--- src/hdl/mfb_pkg.sv ---
// ----------------------------------------------------------------------------
// mfb_pkg: shared types and constants for the paged mono framebuffer
// Pixel field widths, page geometry, request kinds and result layout.
// ----------------------------------------------------------------------------
package mfb_pkg;

	// Page geometry: eight vertical pixels per byte
	localparam int PAGE_ROWS = 8;
	localparam int PAGE_SH   = $clog2(PAGE_ROWS);

	// Default panel size
	localparam int PANEL_WIDTH_DEF  = 128;
	localparam int PANEL_HEIGHT_DEF = 64;

	// Field widths
	localparam int KIND_W  = 3;
	localparam int COORD_W = 8;
	localparam int BYTE_W  = 8;

	// Stream widths
	localparam int IN_TDATA_W  = 24;
	localparam int OUT_TDATA_W = 16;

	// Request kinds
	typedef enum logic [KIND_W-1:0] {
		KIND_WRITE  = 3'd0,
		KIND_COMMIT = 3'd1,
		KIND_DELTA  = 3'd2,
		KIND_CLEAR  = 3'd3,
		KIND_READ   = 3'd4
	} kind_t;

	// Result of one request
	typedef struct packed {
		logic              ignored;
		logic              has_delta;
		logic [BYTE_W-1:0] read_byte;
	} res_t;

	// Address unit status for the current pixel
	typedef struct packed {
		logic              in_panel;
		logic              in_store;
		logic [BYTE_W-1:0] mask;
	} addr_info_t;

endpackage

--- src/hdl/mfb_addr.sv ---
// ----------------------------------------------------------------------------
// mfb_addr: pixel address unit
// Maps a pixel to its page byte, bounds-checks it and builds the bit mask.
// ----------------------------------------------------------------------------
module mfb_addr
	import mfb_pkg::*;
#(
	parameter int PANEL_WIDTH  = PANEL_WIDTH_DEF,
	parameter int PANEL_HEIGHT = PANEL_HEIGHT_DEF
) (
	input  logic [COORD_W-1:0]                                   x,
	input  logic [COORD_W-1:0]                                   y,
	output addr_info_t                                           info,
	output logic [$clog2(PANEL_WIDTH*PANEL_HEIGHT/PAGE_ROWS)-1:0] addr
);

	localparam int DEPTH = PANEL_WIDTH * PANEL_HEIGHT / PAGE_ROWS;
	localparam int AW    = $clog2(DEPTH);
	localparam int PG_W  = COORD_W - PAGE_SH;
	localparam int IW    = $clog2((1 << PG_W) * PANEL_WIDTH + (1 << COORD_W));
	localparam int CW    = COORD_W + 1;

	logic [PG_W-1:0] page;
	logic [IW-1:0]   idx_full;

	// Page-packed byte index: page * width + column
	assign page     = y[COORD_W-1:PAGE_SH];
	assign idx_full = IW'(page) * IW'(PANEL_WIDTH) + IW'(x);
	assign addr     = idx_full[AW-1:0];

	// Bounds and bit select
	assign info.in_panel = (CW'(x) < CW'(PANEL_WIDTH)) && (CW'(y) < CW'(PANEL_HEIGHT));
	assign info.in_store = idx_full < IW'(DEPTH);
	assign info.mask     = BYTE_W'(1) << y[PAGE_SH-1:0];

endmodule

--- config.mk ---
export PLATFORM = sky130hd
export DESIGN_NAME = mfb_addr
export DESIGN_NICKNAME = d
export VERILOG_FILES = /design/src/hdl/mfb_pkg.sv /design/src/hdl/mfb_addr.sv
export SDC_FILE = /design/constraint.sdc
export NUM_CORES = 1
export LEC_CHECK = 0
export ABC_AREA = 1
export BUFFER_PORTS_ARGS = -buffer_cell sky130_fd_sc_hd__buf_2
export CAP_MARGIN = 5
export CELL_PAD_IN_SITES_DETAIL_PLACEMENT = 1
export CELL_PAD_IN_SITES_GLOBAL_PLACEMENT = 1
export CORE_MARGIN = 5
export CORE_UTILIZATION = 16
export DETAILED_ROUTE_END_ITERATION = 12
export PLACE_DENSITY = 0.85
export SYNTH_ARGS = -nofsm -noshare
export SYNTH_HDL_FRONTEND = slang
export SYNTH_SLANG_ARGS = --single-unit
--- constraint.sdc ---
create_clock -name vclk -period 1.3
set_input_delay 0.13 -clock vclk [all_inputs]
set_output_delay 0.13 -clock vclk [all_outputs]
set_load 0.05 [all_outputs]
=== Word-level counts from Yosys, hierarchy flattened ===
Cells that the tools add are included.

* Add/subtract/negate cells: 1
* $lt $le $gt $ge: 3
* Shift operators: 1
* Reductions and logical operators: 1

{| class="wikitable"
|+ Operators by type and width
! cell !! number
|-
| adder 12 x 8 -> 13 bit || 1
|-
| < comparator 13 x 11 -> 1 bit (second input constant) || 1
|-
| < comparator 8 x 7 -> 1 bit (second input constant) || 1
|-
| < comparator 8 bit (second input constant) || 1
|-
| << shifter 1 x 3 -> 8 bit (first input constant) || 1
|-
| logical AND 1 bit || 1
|}

* Bits in registers: 0
* Input bits: 16
* Output and inout bits: 20
* Word-level logic and storage cells: 6

=== Depth between registers and ports, before layout ===
Gate-level depths: netlist (run 1).

* Depth in word-level cells: 2
* Mapped depth: 7
* Mapped depth without buffers: 7

=== Worst setup path before layout (run 1) ===
OpenSTA, ideal clock, no wires.

* Path type: input-to-output
* Start: input port y[3]
* End: output port info[8] (netlist name)
* Arrival: 1,366 ps
* Data required time: 1,170 ps
* Slack: -196 ps
* Cell stages on the path: 7
* Path buffers: 0
* Cells stage by stage: ha_1 ha_1 inv_1 nand2_1 nor2_1 nor2_1 nor2_1

{| class="wikitable"
|+ RTL lines
! element !! line !! RTL
|-
| start: declaration || mfb_addr.sv:12 || <nowiki>input logic [COORD_W-1:0] y,</nowiki>
|-
| end: declaration || mfb_addr.sv:13 || <nowiki>output addr_info_t info,</nowiki>
|}

==> results of run 1 <==
-- metrics by stage --
| stage | power [uW] | area (um2) |
|---|---|---|
| after CTS | 166 | 324 |
| after global placement | 161 | 322 |
| after global routing | 177 | 333 |
| after floorplan | 174 | 238 |
| final | 166 | 333 |
| after detailed placement | 165 | 322 |
-- final timing paths --
path  from      end  slack (ns)  cells after the start
max   y[3]  info[8]        0.09                      9
min   x[2]  addr[2]        0.26                      0
-- Yosys cell counts --
cell     instances  area share, %
ha_1             2             12
inv_1            5            8.9
nor2_1           4            7.1
nand2_1          6             11
nor3_2           4             19
buf_4            7             25
nor3_1           5             12
inv_2            3            5.4
-- critical path, cell delays in order --
cell and delay [ns]:
buf_2 0.10, ha_2 0.18, ha_2 0.17, inv_1 0.05, nand2_1 0.05, nor2_1 0.10, nor2_1 0.05, nor2_2 0.08
buf_6 0.16
-- cell type report --
class	instances	area, um2
inverters	8	30.0
multi-input cells	21	160
fillers	169	936
well taps	15	18.8
repair buffers	23	124
-- logic make-up after synthesis --
logic type    synth area share, %
buf+inv                      39.3
simple gates                 48.8
fa+ha+maj                    11.9
-- power groups by stage --
| stage | clock network [uW] | registers (uW) | logic, uW |
|---|---|---|---|
| global placement | 0 | 0 | 161 |
| detailed placement | 0 | 0 | 165 |
| floorplan | 0 | 0 | 174 |
| finish | 0 | 0 | 166 |
| global route | 0 | 0 | 177 |
| CTS | 0 | 0 | 166 |
-- layout by cell type (no fill, tap or decap) --
cell type / synthesis / layout
buf_4: 7 / 1
nor3_2: 4 / 9
nand2_1: 6 / 6
nor2_1: 4 / 3
buf_2: 0 / 21
nor2_2: 0 / 1
inv_2: 3 / 3
ha_2: 0 / 2
inv_1: 5 / 5
buf_6: 0 / 1
-- metal layers --
| layer | global-route usage, % | wire (um) |
|---|---|---|
| met5 | 0 | 0 |
| met4 | 0 | 0 |
| met3 | 1.56 | 111 |
| met2 | 11.8 | 311 |
| met1 | 5.91 | 217 |
-- timing repair --
item / CTS / global route
resized for setup: 1 / 3
pin swaps: 0 / 1
hold buffers: 0 / 0
endpoints found under the setup margin: 1 / 1
endpoints found under the hold margin: 0 / 0
gates cloned: 0 / 0
==> flow_summary.ini, run 1 <==
[status]
status = complete, no violations

[pwr]
switching_share_pct = 73.9
p_clk_share_pct = 0
ir_worst_vdd_v = 0.000141
power_leakage_uw = 0.000196
intPower_uw = 43.3
seq_power_share_pct = 0
p_per_area_nw_per_um2 = 499
pwr-share-comb_pct = 100.0
power_switching_uw = 123

[layout]
antenna_cells = 0
seq_cell_count = 0
num-clock-buffers = 0
num-nets-final = 72
final_cells = 67
syn2layout_area_growth_pct = 58.3
post-route-util_pct = 26.2
drive_above_1_share_pct = 73.1
seq_area_um2 = 0

[min_path]
hold_class = input port to primary output

[floorplan]
dieWidth_um = 46.2
die_h_um = 46.2
fp-row-count = 13
dieArea_um2 = 2140
start_util_pct = 16.6
core_area_um2 = 1270
pin_count = 36

[logic_synthesis]
yosysWarnings = 0
syn-cell-area_um2 = 210
synth_cells = 36
yosysUniqueCellTypes = 8
avgSynthCellArea_um2 = 5.84
seq_area_frac_synth_pct = 0
synth_fp_nets = 54

[setup_path]
cp_max_fo = 2
end_kind = primary output
timing_worst_setup_path_type = input port to primary output
cp.arrival_ns = 1.08
crit_path_start_kind = input port
cp.required_ns = 1.17

[global_route]
grt_pass1_wl_um = 972
overflow = 0
track_usage_pct = 5.74
grt_max_degree = 6
antenna_found_initial = 0
grt_pass1_vias = 254

[timing]
fmax_ghz = 0.829
finalHoldViolations = 0
max_slew_margin_pct = 83.2
rsz0062_at_grt = no
holdWs_ns = 0.260
setup_ws_ns = 0.0934
setup_violations = 0
slew_violations = 0
min_period_ns = 1.21
worst_pin_slew_ns = 0.253
finalSetupTns_ns = 0
post-route-period-util_pct = 92.8

[job]
maxCapViolCount = 0

[placement]
place_congestion = 0.633
port_buffers = 22
placed_cells = 67
pre_cts_ws_ns = -0.0283
dp_hpwl_um = 610

[drt]
routedWlPerCell_um = 9.55
drt_iter0_drc = 1
postRouteAntennaNets = 0
viasPerCell = 4.07
drcViolationCount = 0
routed_wl_um = 640
route.vias.total = 273
first_pass_iters = 2

[clock_tree]
cts_setup_buffers = 0
Note: power is estimated with default switching activity, not from simulation.
==> run 2, diff against run 1 <==
Settings changed: CELL_PAD_IN_SITES_DETAIL_PLACEMENT 1 to 0.
==> flow_summary.ini, run 2 (same netlist as run 1, synthesis figures left out) <==
[floorplan]
fp-row-count = 13
die_h_um = 46.2
start_util_pct = 16.6
core_area_um2 = 1270
dieArea_um2 = 2140
pin_count = 36
dieWidth_um = 46.2

[layout]
antenna_cells = 0
seq_cell_count = 0
nFillCells = 145
layout_common_cells = buf_2 (21), nor3_2 (9), nand2_1 (6)
num-clock-buffers = 0
final_common_cell = buf_2
seq_area_um2 = 0
drive_above_1_share_pct = 71.2
syn2layout_area_growth_pct = 57.1
num-nets-final = 72
design_area_um2 = 330
final_cells = 67

[pwr]
power_uw = 164
ir_worst_vdd_v = 0.000200
power_leakage_uw = 0.000197
p_per_area_nw_per_um2 = 497

[drt]
routed_wl_um = 539
drt_iter0_drc = 2
postRouteAntennaNets = 0
viasPerCell = 3.88
routedWlPerCell_um = 8.04
route.vias.total = 260
drcViolationCount = 0
first_pass_iters = 2

[min_path]
hold_class = input port to primary output

[setup_path]
end_kind = primary output
path_cells = buf_2 > ha_1 > ha_2 > inv_1 > nand2_1 > nor2_1 > nor2_1 > nor2_2 > buf_6
timing_worst_setup_path_type = input port to primary output
cp.required_ns = 1.17
cp.arrival_ns = 1.09
cp_max_fo = 2
critPathBufInv = 3
path_delay_family = adder cells
max_stage_delay_ns = 0.20
crit_path_start_kind = input port
cp_slowest_cell = ha_1
cp_common_cell = nor2_1

[global_route]
grt_pass1_wl_um = 883
grt_pass1_vias = 227
overflow = 0
antenna_found_initial = 0
track_usage_pct = 5.11
grt_max_degree = 6

[placement]
port_buffers = 22
placed_cell_area_um2 = 322
pre_cts_ws_ns = -0.0289
placed_cells = 67
place_congestion = 0.633
dp_hpwl_um = 508

[timing]
worst_pin_slew_ns = 0.252
holdWs_ns = 0.260
finalHoldViolations = 0
rsz0062_at_grt = no
setup_violations = 0
setup_ws_ns = 0.0811
slew_violations = 0
fmax_ghz = 0.820
min_period_ns = 1.22
max_slew_margin_pct = 83.3
post-route-period-util_pct = 93.8

[job]
maxCapViolCount = 0

[status]
status = complete, no violations
==> run 2: final timing paths <==
kind	slack [ns]	cells after the start	to	startpoint
hold / removal	0.26	0	addr[2]	x[2]
setup / recovery	0.08	9	info[8]	y[3]
==> run 2: through the flow <==
stage | TNS [ns] | utilization [%]
after CTS | 0 | 25.5
final | 0 | 26.0
after floorplan | 0 | -
after global routing | 0 | 26.0
after global placement | -0.0182 | 25.3
after detailed placement | -0.0289 | 25.3
==> run 2: timing repair <==
item                       CTS  global route
pin swaps                    0             0
cloned                       0             0
setup endpoints to repair    1             1
hold buffers                 0             0
buffers inserted             0             0
resized for setup            1             2
==> run 2: power breakdown <==
part	total, uW	internal [uW]	switching (uW)	leakage [uW]
Sequential	0	0	0	0
Clock	0	0	0	0
Combinational	164	42.9	121	0.000197
Total	164	42.9	121	0.000197
==> run 2: per-layer routing <==
| metal | GRT usage [%] | vias to the layer above | share of wire (%) |
|---|---|---|---|
| met5 | 0 | - | 0 |
| li1 | - | 139 | - |
| met4 | 0 | 0 | 0 |
| met2 | 9.07 | 18 | 41 |
| met1 | 6.82 | 103 | 38 |
| met3 | 0.781 | 0 | 21 |
==> run 2: area by class of cell <==
type                       count  area, um2  area share (%)
timing repair buffer          23        124            37.5
inverter                       8       30.0            9.09
multi-input combinational     21        158            47.7
tap                           15       18.8            5.68
