### config.mk
export PLATFORM = sky130hd
export DESIGN_NAME = mfb_seq
export DESIGN_NICKNAME = d
export VERILOG_FILES = /design/src/hdl/mfb_pkg.sv /design/src/hdl/mfb_seq.sv
export SDC_FILE = /design/constraint.sdc
export NUM_CORES = 1
export LEC_CHECK = 0
export BUFFER_PORTS_ARGS = -buffer_cell sky130_fd_sc_hd__buf_2
export CORE_ASPECT_RATIO = 1.25
export CORE_MARGIN = 2
export CORE_UTILIZATION = 43
export DETAILED_ROUTE_END_ITERATION = 7
export PLACE_DENSITY = 0.72
export SYNTH_ARGS = -nofsm -noshare
export SYNTH_HDL_FRONTEND = slang
export SYNTH_SLANG_ARGS = --single-unit
### constraint.sdc
create_clock -name clk -period 4.1 [get_ports clk]
set_clock_uncertainty 0.2 [all_clocks]
set_input_delay 0 -clock clk [delete_from_list [all_inputs] [get_ports clk]]
set_output_delay 0 -clock clk [all_outputs]
set_load 0.005 [all_outputs]
### src/hdl/mfb_pkg.sv
// ----------------------------------------------------------------------------
// mfb_pkg: shared types and constants for the paged mono framebuffer
// Pixel field widths, page geometry, request kinds and result layout.
// ----------------------------------------------------------------------------
package mfb_pkg;

	// Page geometry: eight vertical pixels per byte
	localparam int PAGE_ROWS = 8;
	localparam int PAGE_SH   = $clog2(PAGE_ROWS);

	// Default panel size
	localparam int PANEL_WIDTH_DEF  = 128;
	localparam int PANEL_HEIGHT_DEF = 64;

	// Field widths
	localparam int KIND_W  = 3;
	localparam int COORD_W = 8;
	localparam int BYTE_W  = 8;

	// Stream widths
	localparam int IN_TDATA_W  = 24;
	localparam int OUT_TDATA_W = 16;

	// Request kinds
	typedef enum logic [KIND_W-1:0] {
		KIND_WRITE  = 3'd0,
		KIND_COMMIT = 3'd1,
		KIND_DELTA  = 3'd2,
		KIND_CLEAR  = 3'd3,
		KIND_READ   = 3'd4
	} kind_t;

	// Result of one request
	typedef struct packed {
		logic              ignored;
		logic              has_delta;
		logic [BYTE_W-1:0] read_byte;
	} res_t;

	// Address unit status for the current pixel
	typedef struct packed {
		logic              in_panel;
		logic              in_store;
		logic [BYTE_W-1:0] mask;
	} addr_info_t;

endpackage

### src/hdl/mfb_seq.sv
// ----------------------------------------------------------------------------
// mfb_seq: request sequencer
// Runs pixel read-modify-write, front reads and the full-store sweeps
// (reset clear, commit, delta compare, clear) over the two store RAMs.
// ----------------------------------------------------------------------------
module mfb_seq
	import mfb_pkg::*;
#(
	parameter int DEPTH = PANEL_WIDTH_DEF * PANEL_HEIGHT_DEF / PAGE_ROWS
) (
	input  logic                     clk,
	input  logic                     arst_n,
	// request side
	input  logic                     in_valid,
	output logic                     in_ready,
	input  logic [KIND_W-1:0]        in_kind,
	input  logic [COORD_W-1:0]       in_x,
	input  logic [COORD_W-1:0]       in_y,
	input  logic                     in_on,
	// address unit
	output logic [COORD_W-1:0]       item_x,
	output logic [COORD_W-1:0]       item_y,
	input  addr_info_t               info,
	input  logic [$clog2(DEPTH)-1:0] addr,
	// result side
	output logic                     res_valid,
	input  logic                     res_ready,
	output res_t                     res,
	// back store
	output logic                     back_we,
	output logic [$clog2(DEPTH)-1:0] back_waddr,
	output logic [BYTE_W-1:0]        back_wdata,
	output logic [$clog2(DEPTH)-1:0] back_raddr,
	input  logic [BYTE_W-1:0]        back_rdata,
	// front store
	output logic                     front_we,
	output logic [$clog2(DEPTH)-1:0] front_waddr,
	output logic [BYTE_W-1:0]        front_wdata,
	output logic [$clog2(DEPTH)-1:0] front_raddr,
	input  logic [BYTE_W-1:0]        front_rdata
);

	localparam int AW = $clog2(DEPTH);
	localparam logic [AW-1:0] LAST = AW'(DEPTH - 1);

	typedef enum logic [2:0] {
		ST_INIT,
		ST_IDLE,
		ST_EXEC,
		ST_MERGE,
		ST_FETCH,
		ST_SWEEP,
		ST_DRAIN,
		ST_DONE
	} state_t;

	state_t              state_q;
	kind_t               kind_q;
	logic [COORD_W-1:0]  x_q;
	logic [COORD_W-1:0]  y_q;
	logic                on_q;
	logic [AW-1:0]       idx_q;
	logic [BYTE_W-1:0]   mask_q;
	logic                ok_q;
	logic [AW-1:0]       cnt_q;
	logic                p_vld_q;
	logic [AW-1:0]       p_addr_q;
	logic                diff_q;
	res_t                res_q;
	logic                diff_next;
	logic                late_commit;

	assign in_ready  = (state_q == ST_IDLE);
	assign res_valid = (state_q == ST_DONE);
	assign res       = res_q;
	assign item_x    = x_q;
	assign item_y    = y_q;

	// Running compare of the byte pair that arrived from the read ports
	assign diff_next = diff_q | (p_vld_q && (back_rdata != front_rdata));

	// Commit copies a fetched back byte to front and zeroes it in back
	assign late_commit = ((state_q == ST_SWEEP) || (state_q == ST_DRAIN)) && p_vld_q
		&& (kind_q == KIND_COMMIT);

	// RAM port control
	always_comb begin
		back_we     = 1'b0;
		back_waddr  = cnt_q;
		back_wdata  = '0;
		back_raddr  = cnt_q;
		front_we    = 1'b0;
		front_waddr = cnt_q;
		front_wdata = '0;
		front_raddr = cnt_q;
		case (state_q)
			ST_INIT: begin
				back_we  = 1'b1;
				front_we = 1'b1;
			end
			ST_EXEC: begin
				back_raddr  = addr;
				front_raddr = addr;
			end
			ST_MERGE: begin
				back_we    = ok_q;
				back_waddr = idx_q;
				back_wdata = on_q ? (back_rdata | mask_q) : (back_rdata & ~mask_q);
			end
			ST_SWEEP: begin
				if (kind_q == KIND_CLEAR) begin
					back_we  = 1'b1;
					front_we = 1'b1;
				end
			end
			default: begin
			end
		endcase
		if (late_commit) begin
			back_we     = 1'b1;
			back_waddr  = p_addr_q;
			back_wdata  = '0;
			front_we    = 1'b1;
			front_waddr = p_addr_q;
			front_wdata = back_rdata;
		end
	end

	// Sequencer state and registered outputs
	always_ff @(posedge clk or negedge arst_n) begin
		if (!arst_n) begin
			state_q <= ST_INIT;
			cnt_q   <= '0;
			p_vld_q <= 1'b0;
			diff_q  <= 1'b0;
		end else begin
			case (state_q)
				ST_INIT: begin
					cnt_q <= cnt_q + 1'b1;
					if (cnt_q == LAST) begin
						state_q <= ST_IDLE;
					end
				end
				ST_IDLE: begin
					if (in_valid) begin
						kind_q  <= kind_t'(in_kind);
						x_q     <= in_x;
						y_q     <= in_y;
						on_q    <= in_on;
						cnt_q   <= '0;
						p_vld_q <= 1'b0;
						diff_q  <= 1'b0;
						res_q   <= '0;
						case (kind_t'(in_kind))
							KIND_WRITE, KIND_READ: begin
								state_q <= ST_EXEC;
							end
							KIND_COMMIT, KIND_DELTA, KIND_CLEAR: begin
								state_q <= ST_SWEEP;
							end
							default: begin
								state_q <= ST_DONE;
							end
						endcase
					end
				end
				ST_EXEC: begin
					idx_q         <= addr;
					mask_q        <= info.mask;
					ok_q          <= info.in_panel && info.in_store;
					res_q.ignored <= !info.in_panel;
					state_q       <= (kind_q == KIND_WRITE) ? ST_MERGE : ST_FETCH;
				end
				ST_MERGE: begin
					state_q <= ST_DONE;
				end
				ST_FETCH: begin
					if (ok_q) begin
						res_q.read_byte <= front_rdata;
					end
					state_q <= ST_DONE;
				end
				ST_SWEEP: begin
					p_vld_q  <= 1'b1;
					p_addr_q <= cnt_q;
					diff_q   <= diff_next;
					cnt_q    <= cnt_q + 1'b1;
					if (cnt_q == LAST) begin
						state_q <= (kind_q == KIND_CLEAR) ? ST_DONE : ST_DRAIN;
					end
				end
				ST_DRAIN: begin
					p_vld_q         <= 1'b0;
					res_q.has_delta <= (kind_q == KIND_DELTA) && diff_next;
					state_q         <= ST_DONE;
				end
				ST_DONE: begin
					if (res_ready) begin
						state_q <= ST_IDLE;
					end
				end
				default: begin
					state_q <= ST_IDLE;
				end
			endcase
		end
	end

endmodule

== Word level (Yosys, flattened, before mapping) ==
Cells that the tools add are included.
Storage, ports and cells
  output and inout bits: 86
  register bits: 74
  bits of input ports: 60
Cells by class
  muxes and demuxes: 30
  bitwise operators: 4
  equality and inequality tests: 21
  add/subtract/negate cells: 1
  reduce and logical (&&, ||, !) cells: 30
Operator list (count)
  $mux 10: 5
  $mux 8: 5
  $pmux 10 s2: 1
  $eq 3x2->1 const B: 6
  $pmux 3 s6: 1
  $pmux 8 s2: 1
  $eq 3x3->1 const B: 5
  $mux 3: 5
  $add 10x1->10 const B: 1
  $eq 10x10->1 const B: 1
  $reduce_and 2->1: 5
  $reduce_bool 2->1: 5
  $eq 3x1->1 const B: 3
  $logic_not 3->1: 3
  $reduce_and 3->1: 3
  $and 8x8->8: 1
  $ne 8x8->1: 1
  $not 8->8: 1
  $or 8x8->8: 1
  $pmux 1 s2: 4
  $reduce_and 4->1: 2
  $ne 2x2->1 const B: 3
  $pmux 1 s3: 2
  $pmux 3 s2: 1
  other kinds (9): 20

== Longest topological paths before layout ==
Gate-level depths: netlist of run 1.
  word-level depth: 5
  depth in mapped cells: 7
  mapped depth without buffers: 5

== Worst setup path before layout of run 1 ==
OpenSTA, ideal clock, no wires.
  path type: register to register
  from: register state_q[2]
  to: register res_q, in the netlist res[0] (enable)
  cell stages (with the launch flop): 7
  clock period less this slack: 2269 ps
  setup slack: 1831 ps
  buffers on the path: 2
  data arrival time: 1695 ps
  path through: dfrtp_1 -> buf_4 -> nor3b_1 -> and2_1 -> clkbuf_1 -> a21oi_1 -> nor2b_1
Between the ends
  longest elaborated chain between the ends: 3
  elaborated cells between the ends (all ways): 6
RTL lines
  start, declared: line mfb_seq.sv:57  | state_t state_q;
  start signal, assigned: line mfb_seq.sv:172  | state_q <= (kind_q == KIND_WRITE) ? ST_MERGE : ST_FETCH;
  start signal, assigned: line mfb_seq.sv:189  | state_q <= (kind_q == KIND_CLEAR) ? ST_DONE : ST_DRAIN;
  $eq 3x1->1 (*)
  net in_ready: line mfb_seq.sv:15  | output logic in_ready,
  $ne 2x2->1 (no source line) or $reduce_bool 2->1 (tied branches)
  $reduce_and 4->1 (no source line) (*)
  end, declared: line mfb_seq.sv:69  | res_t res_q;
The timed path passes the listed nets; every way through them passes the cells marked *.
A chain may end at the register's enable or synchronous reset.

== Final worst setup path of run 1 ==
  from: register state_q[2]
  to: output front_waddr[0]
Between the ends
  longest elaborated chain between the ends: 5
  elaborated cells between the ends (all ways): 6
RTL lines
  $eq 3x3->1: line mfb_seq.sv:83  | assign late_commit = ((state_q == ST_SWEEP) || (state_q == ST_DRAIN)) && p_vld_q
  $logic_or 1x1->1 (*): line mfb_seq.sv:83
  $logic_and 1x1->1 (*): line mfb_seq.sv:83
  $logic_and 1x1->1 (*): line mfb_seq.sv:84  | && (kind_q == KIND_COMMIT);
  $mux 10 (*): line mfb_seq.sv:119  | if (late_commit) begin
  end, declared: line mfb_seq.sv:37  | output logic [$clog2(DEPTH)-1:0] front_waddr,
Mark *: on every way between the ends. The rest lies on a longest branch, timed or not.

==> impl_metrics.toml, run 1 <==
[timing]
post-route-period-util_pct = 68.1
relSlewSlack_pct = 35.7
fmax_mhz = 358
finalSetupViolCount = 0
hold_viol = 0
period_needed_ns = 2.79
tightest_slew_ns = 0.965
tns_ns = 0
rsz0062_at_grt = "false"
finalMaxSlewViolations = 0

[synth]
synth-edff-count = 59
synth_seq_cells = 74
synth_top_area_cell = "edfxtp_1"
synth_compound_area_share_pct = 7.32
yosysSeqAreaShare_pct = 59.0
synth_flop_cell = "edfxtp_1"
ys_types = 47
synth-xor-area-share_pct = 3.88
synth_nets = 381
async_flop_share_pct = 20.3
yosys_warnings = 0
synth_area_leaders = "edfxtp_1 49%, dfrtp_1 10%, mux2_2 5.3%"
synthAdderAreaFrac_pct = 0.344
avgSynthCellArea_sq_um = 11.4
synthMuxAreaShare_pct = 7.73
yosysTopAreaCellShare_pct = 48.7
syn_area_sq_um = 3640
synth-simple-area-share_pct = 16.2
syn_inst = 320
synth_top_family_by_area = "simple AND/OR/NAND/NOR gates"

[place]
portBuffers = 145
dpl.hpwl_mm = 6.29
gp_congestion = 0.820
dp_cells = 537
place_area_sq_um = 4350

[clock_tree]
cts-htree-levels = 3
cts_buffer_depth = 2
insertion_delay_ns = 0.36
post-cts-setup-buffers = 0
cts-resized-gates = 0
cts_sinks = 74
cts_buffers = 9
path_clk_slew_ns = 0.07
cts_hold_buf = 52
cts_root_buffer = "clkbuf_8"
cts_tree = "built"

[power_and_ir_drop]
p_leak_nw = 2.24
ir_drop_mv = 0.254
power_mw = 2.61
powerDensity_nw_per_um2 = 515

[die]
die-area_sq_um = 9220
fp.dieH_um = 107
std_cell_rows = 37
die_w_um = 86.3
ioPinCount = 146
initial_core_util_pct = 44.2
coreArea_sq_um = 8240

[global_route]
track_usage_pct = 20.8
antenna_found_initial = 0
grt_max_degree = 33
grt_pass1_wl_mm = 14.3
grt_pass1_vias = 2824
overflow = 0

[setup_path]
cp_max_fo = 32
worstSetupStartpointType = "flip-flop"
cp.required_ns = 3.90
worstSetupPathType = "flip-flop to primary output"
worstPathArrival_ns = 2.59
worst_setup_path_end_kind = "primary output"

[finish]
syn2layout_area_growth_pct = 39.2
fill_cells = 654
final_util_pct = 61.5
drive_above_1_share_pct = 36.8
nets = 564
antenna_cells = 0
instances_no_fill = 605
design_area_sq_um = 5070

[routing]
drtIter0Drc = 162
remaining_drc_errors = 0
wire_per_inst_um = 15.5
vias = 3028
firstDrtPassIters = 4
via_per_inst = 5.00
drt-total-wl_mm = 9.41
ant_nets = 0

[worst_hold_path]
min_path_type = "input pin to flip-flop"

[outcome]
outcome = "complete, no violations"

[job]
cap_violations = 0
## report_power, final
group	switching, mW	internal (mW)	leakage, nW	total [mW]
clock	0.273	0.282	0.0925	0.555
combinational	0.441	0.471	1.42	0.912
sequential	0.193	0.952	0.731	1.14
## sequential cells by signal (all words and copies together), names as in the netlist
signal,flops
mask_q,8
p_vld_q,1
ok_q,1
p_addr_q,10
item_y,8
kind_q,3
state_q,3
res,10
idx_q,10
item_x,8
on_q,1
cnt_q,10
diff_q,1
## area by class of cell
cell class	instances	area, sq um	share of cell area, %
flip-flops and latches	74	2150	42.3
clock buffers	10	128	2.52
multi-input cells	206	1300	25.6
well taps	97	121	2.39
repair buffers	199	1260	24.9
inverters	13	48.8	0.962
clock inverters	6	67.6	1.33
## worst max-delay path, cell delays in order (launching register included)
cell and delay, ns:
dfrtp_1 0.76, and3b_1 0.28, nand4b_1 0.36, buf_4 0.39, mux2_2 0.31, buf_2 0.13
## layer usage
layer	wire (um)	global-route usage [%]	part of all wire [%]
met1	3690	25.8	39
met2	4910	34.2	52
met3	605	5.39	6.4
met4	202	9.38	2.1
met5	0	0	0
## cells by family (layout without fill, tap and decap cells)
kind of cell | after synthesis | in the layout
AO/OA/AOI/OAI | 44 | 44
adder cells (fa/ha/maj) | 1 | 1
buffers and inverters | 40 | 228
AND/OR/NAND/NOR | 121 | 121
flip-flops | 74 | 74
XOR/XNOR | 14 | 14
multiplexers | 26 | 26
## final timing paths
check | startpoint | end | slack [ns] | cells after the start
min in group asynchronous | arst_n | cnt_q[1] | 0.66 | 3
max in group asynchronous | arst_n | cnt_q[2] | 2.60 | 3
max reg2reg | state_q[0] | res[5] | 1.41 | 4
min reg2reg | cnt_q[8] | p_addr_q[8] | 0.35 | 0
max | state_q[2] | front_waddr[0] | 1.31 | 5
min | back_rdata[6] | diff_q | 0.04 | 5
## cells in the mapped netlist (2+ instances only)
cell      instances
nor3_1            5
inv_1            13
clkbuf_1         11
a21oi_1          11
edfxtp_1         59
nor2b_1           4
mux2i_1           9
nand2_1          34
buf_2             2
buf_4            11
nor3b_1           3
and2_1           12
nand4_1           5
nor2_1           35
or3_1             2
dfrtp_1          15
nand3_1           5
a21o_1            2
o21ai_0          10
nand2b_1          2
mux2_2           17
xnor2_1          12
and3_1            3
or2_2             5
a31oi_1          11
## stage by stage
step                hold WS (ns)  setup slack [ns]
floorplan                 -0.496              1.83
global placement          -0.248              1.52
detailed placement        -0.244              1.40
CTS                       0.0342              1.29
global route              0.0824              1.15
finish                    0.0359              1.31
## cells in the final DEF, fill, tap and decap left out, types with 2 or more instances in the layout
| cell type | netlist | routed |
|---|---|---|
| dfrtp_1 | 15 | 15 |
| buf_2 | 2 | 145 |
| mux2i_1 | 9 | 9 |
| and3_1 | 3 | 3 |
| buf_4 | 11 | 2 |
| nor2b_1 | 4 | 4 |
| edfxtp_1 | 59 | 59 |
| xnor2_1 | 12 | 12 |
| nand4_1 | 5 | 5 |
| and2_1 | 12 | 12 |
| inv_1 | 13 | 13 |
| nand3_1 | 5 | 5 |
| clkbuf_8 | 0 | 9 |
| a21oi_1 | 11 | 11 |
| dlygate4sd3_1 | 0 | 52 |
| clkinv_4 | 0 | 2 |
| clkinvlp_4 | 0 | 2 |
| o21ai_0 | 10 | 10 |
| nor3b_1 | 3 | 2 |
| or2_2 | 5 | 5 |
| a21o_1 | 2 | 2 |
| or3_1 | 2 | 2 |
| nand2b_1 | 2 | 2 |
| nor3_1 | 5 | 5 |
| a31oi_1 | 11 | 11 |
| nand2_1 | 34 | 34 |
| mux2_2 | 17 | 17 |
| nor2_1 | 35 | 35 |
Power figures use the tool's default switching activity.
==> run 2: changes to the inputs <==
PLACE_DENSITY = 0.75   (was 0.72)
clock period = 2.33 ns   (was 4.1 ns; I/O delays follow)
==> run 2 against run 1 <==
Clock power up 100%. Die area unchanged. Sequential power up 69%. Setup slack worse by 1.2 ns. Sequential cell count unchanged. Sequential share of layout area down 1.3 points. Critical endpoint is now front_waddr[4]. Highest routed layer unchanged.
==> impl_metrics.toml, run 2 (synthesis results as in run 1) <==
[place]
portBuffers = 145
gp_congestion = 0.888
dp_slack_ns = 0.332
dpl.hpwl_mm = 6.47

[timing]
post-route-period-util_pct = 96.5
finalMaxSlewViolations = 0
tightest_slew_ns = 0.724
fmax_mhz = 445
hold_viol = 0
finalSetupViolCount = 0
period_needed_ns = 2.25
rsz0062_at_grt = "true"
relSlewSlack_pct = 51.6
finalWorstSetupSlack_ns = 0.0805

[global_route]
grt_pass1_vias = 3177
track_usage_pct = 21.7
overflow = 0
antenna_found_initial = 0
grt_pass1_wl_mm = 15.2
grt_max_degree = 22

[die]
coreArea_sq_um = 8240
die-area_sq_um = 9220
initial_core_util_pct = 44.2
std_cell_rows = 37
die_w_um = 86.3
ioPinCount = 146
fp.dieH_um = 107

[routing]
met3_length_um = 604
highest_layer = "met4"
firstDrtPassIters = 5
met1_length_mm = 3.77
dr_wl_met2_mm = 5.26
wire_per_inst_um = 15.9
drt-total-wl_mm = 9.91
remaining_drc_errors = 0
via_per_inst = 5.07
ant_nets = 0
vias = 3154
drtIter0Drc = 189

[finish]
drive_above_1_share_pct = 39.6
nets = 581
layout_commonest_cell = "buf_2"
syn2layout_area_growth_pct = 43.8
layout_common_cells = "145 x buf_2, 59 x edfxtp_1, 52 x dlygate4sd3_1"
antenna_cells = 0
final_util_pct = 63.5

[clock_tree]
path_clk_slew_ns = 0.08
cts_buffer_depth = 2
post-cts-setup-buffers = 0
insertion_delay_ns = 0.34
cts_buffers = 9
cts-htree-levels = 3
cts_root_buffer = "clkbuf_8"
cts_sinks = 74
cts_tree = "built"

[job]
cap_violations = 0

[power_and_ir_drop]
p_clk_share_pct = 23.0
powerDensity_nw_per_um2 = 929
p_leak_nw = 2.35
p_seq_share_pct = 39.6
intPower_mw = 3.22
comb_power_share_pct = 37.5
ir_drop_mv = 0.635
p_sw_mw = 1.65
p_sw_share_pct = 33.9

[worst_hold_path]
min_path_type = "input pin to flip-flop"

[outcome]
outcome = "complete, no violations"

[setup_path]
cp.required_ns = 2.13
worstSetupPathType = "flip-flop to primary output"
worstSetupStartpointType = "flip-flop"
worstPathArrival_ns = 2.05
worst_setup_path_end_kind = "primary output"
cp_max_fo = 19
[run 2: per-layer routing]
metal	vias up	global-route usage (%)
met1	1493	24.3
met2	118	38.6
li1	1519	-
met3	24	5.93
met5	-	0
met4	0	8.71
[run 2: stage by stage]
step                      std cells  power (mW)  hold slack [ns]  TNS (ns)  instance area [sq um]
after floorplan                 320        3.03           -0.496         0                   3640
after global placement          554        3.65           -0.243         0                   4480
after detailed placement        554        3.69           -0.238         0                   4480
after CTS                       622        4.87           0.0547         0                   5230
after global routing            622        5.18            0.123   -0.0325                   5240
final                           622        4.87            0.106         0                   5240
[run 2: final cells by class]
cell class / count / area, sq um
Clock buffer: 9 / 124
Clock inverter: 7 / 100
Fill cell: 651 / 3000
Inverter: 13 / 48.8
Multi-Input combinational cell: 206 / 1300
Sequential cell: 74 / 2150
Tap cell: 97 / 121
Timing Repair Buffer: 216 / 1390
[run 2: path summary, 6_finish.rpt]
path / start / endpoint / slack (ns) / cells after the start
worst max-delay path: state_q[1] / front_waddr[4] / 0.08 / 6
worst min-delay path: back_rdata[2] / diff_q / 0.11 / 5
worst max register to register: state_q[2] / cnt_q[5] / 0.38 / 4
worst min register to register: cnt_q[8] / p_addr_q[8] / 0.35 / 0
max in group asynchronous: arst_n / state_q[2] / 0.75 / 3
min in group asynchronous: arst_n / cnt_q[3] / 0.68 / 3
[run 2: repair_timing]
item,in CTS,in global routing
setup endpoints to repair,0,31
gates resized for setup,0,5
hold buffers,52,0
hold endpoints to repair,71,0
[run 2: power groups by stage]
stage | registers [mW] | clock network, mW | logic, mW
4_1_cts | 1.92 | 1.13 | 1.82
3_3_place_gp | 1.93 | 0 | 1.71
2_1_floorplan | 1.84 | 0 | 1.19
6_report | 1.93 | 1.12 | 1.82
3_5_place_dp | 1.95 | 0 | 1.74
5_1_grt | 1.97 | 1.20 | 2.02
[run 2: critical path, stage by stage (launching register included)]
cell and delay (ns):
dfrtp_2 0.46, buf_4 0.21, xor2_1 0.17, nand4b_1 0.11
buf_4 0.26, mux2_2 0.37, buf_2 0.13
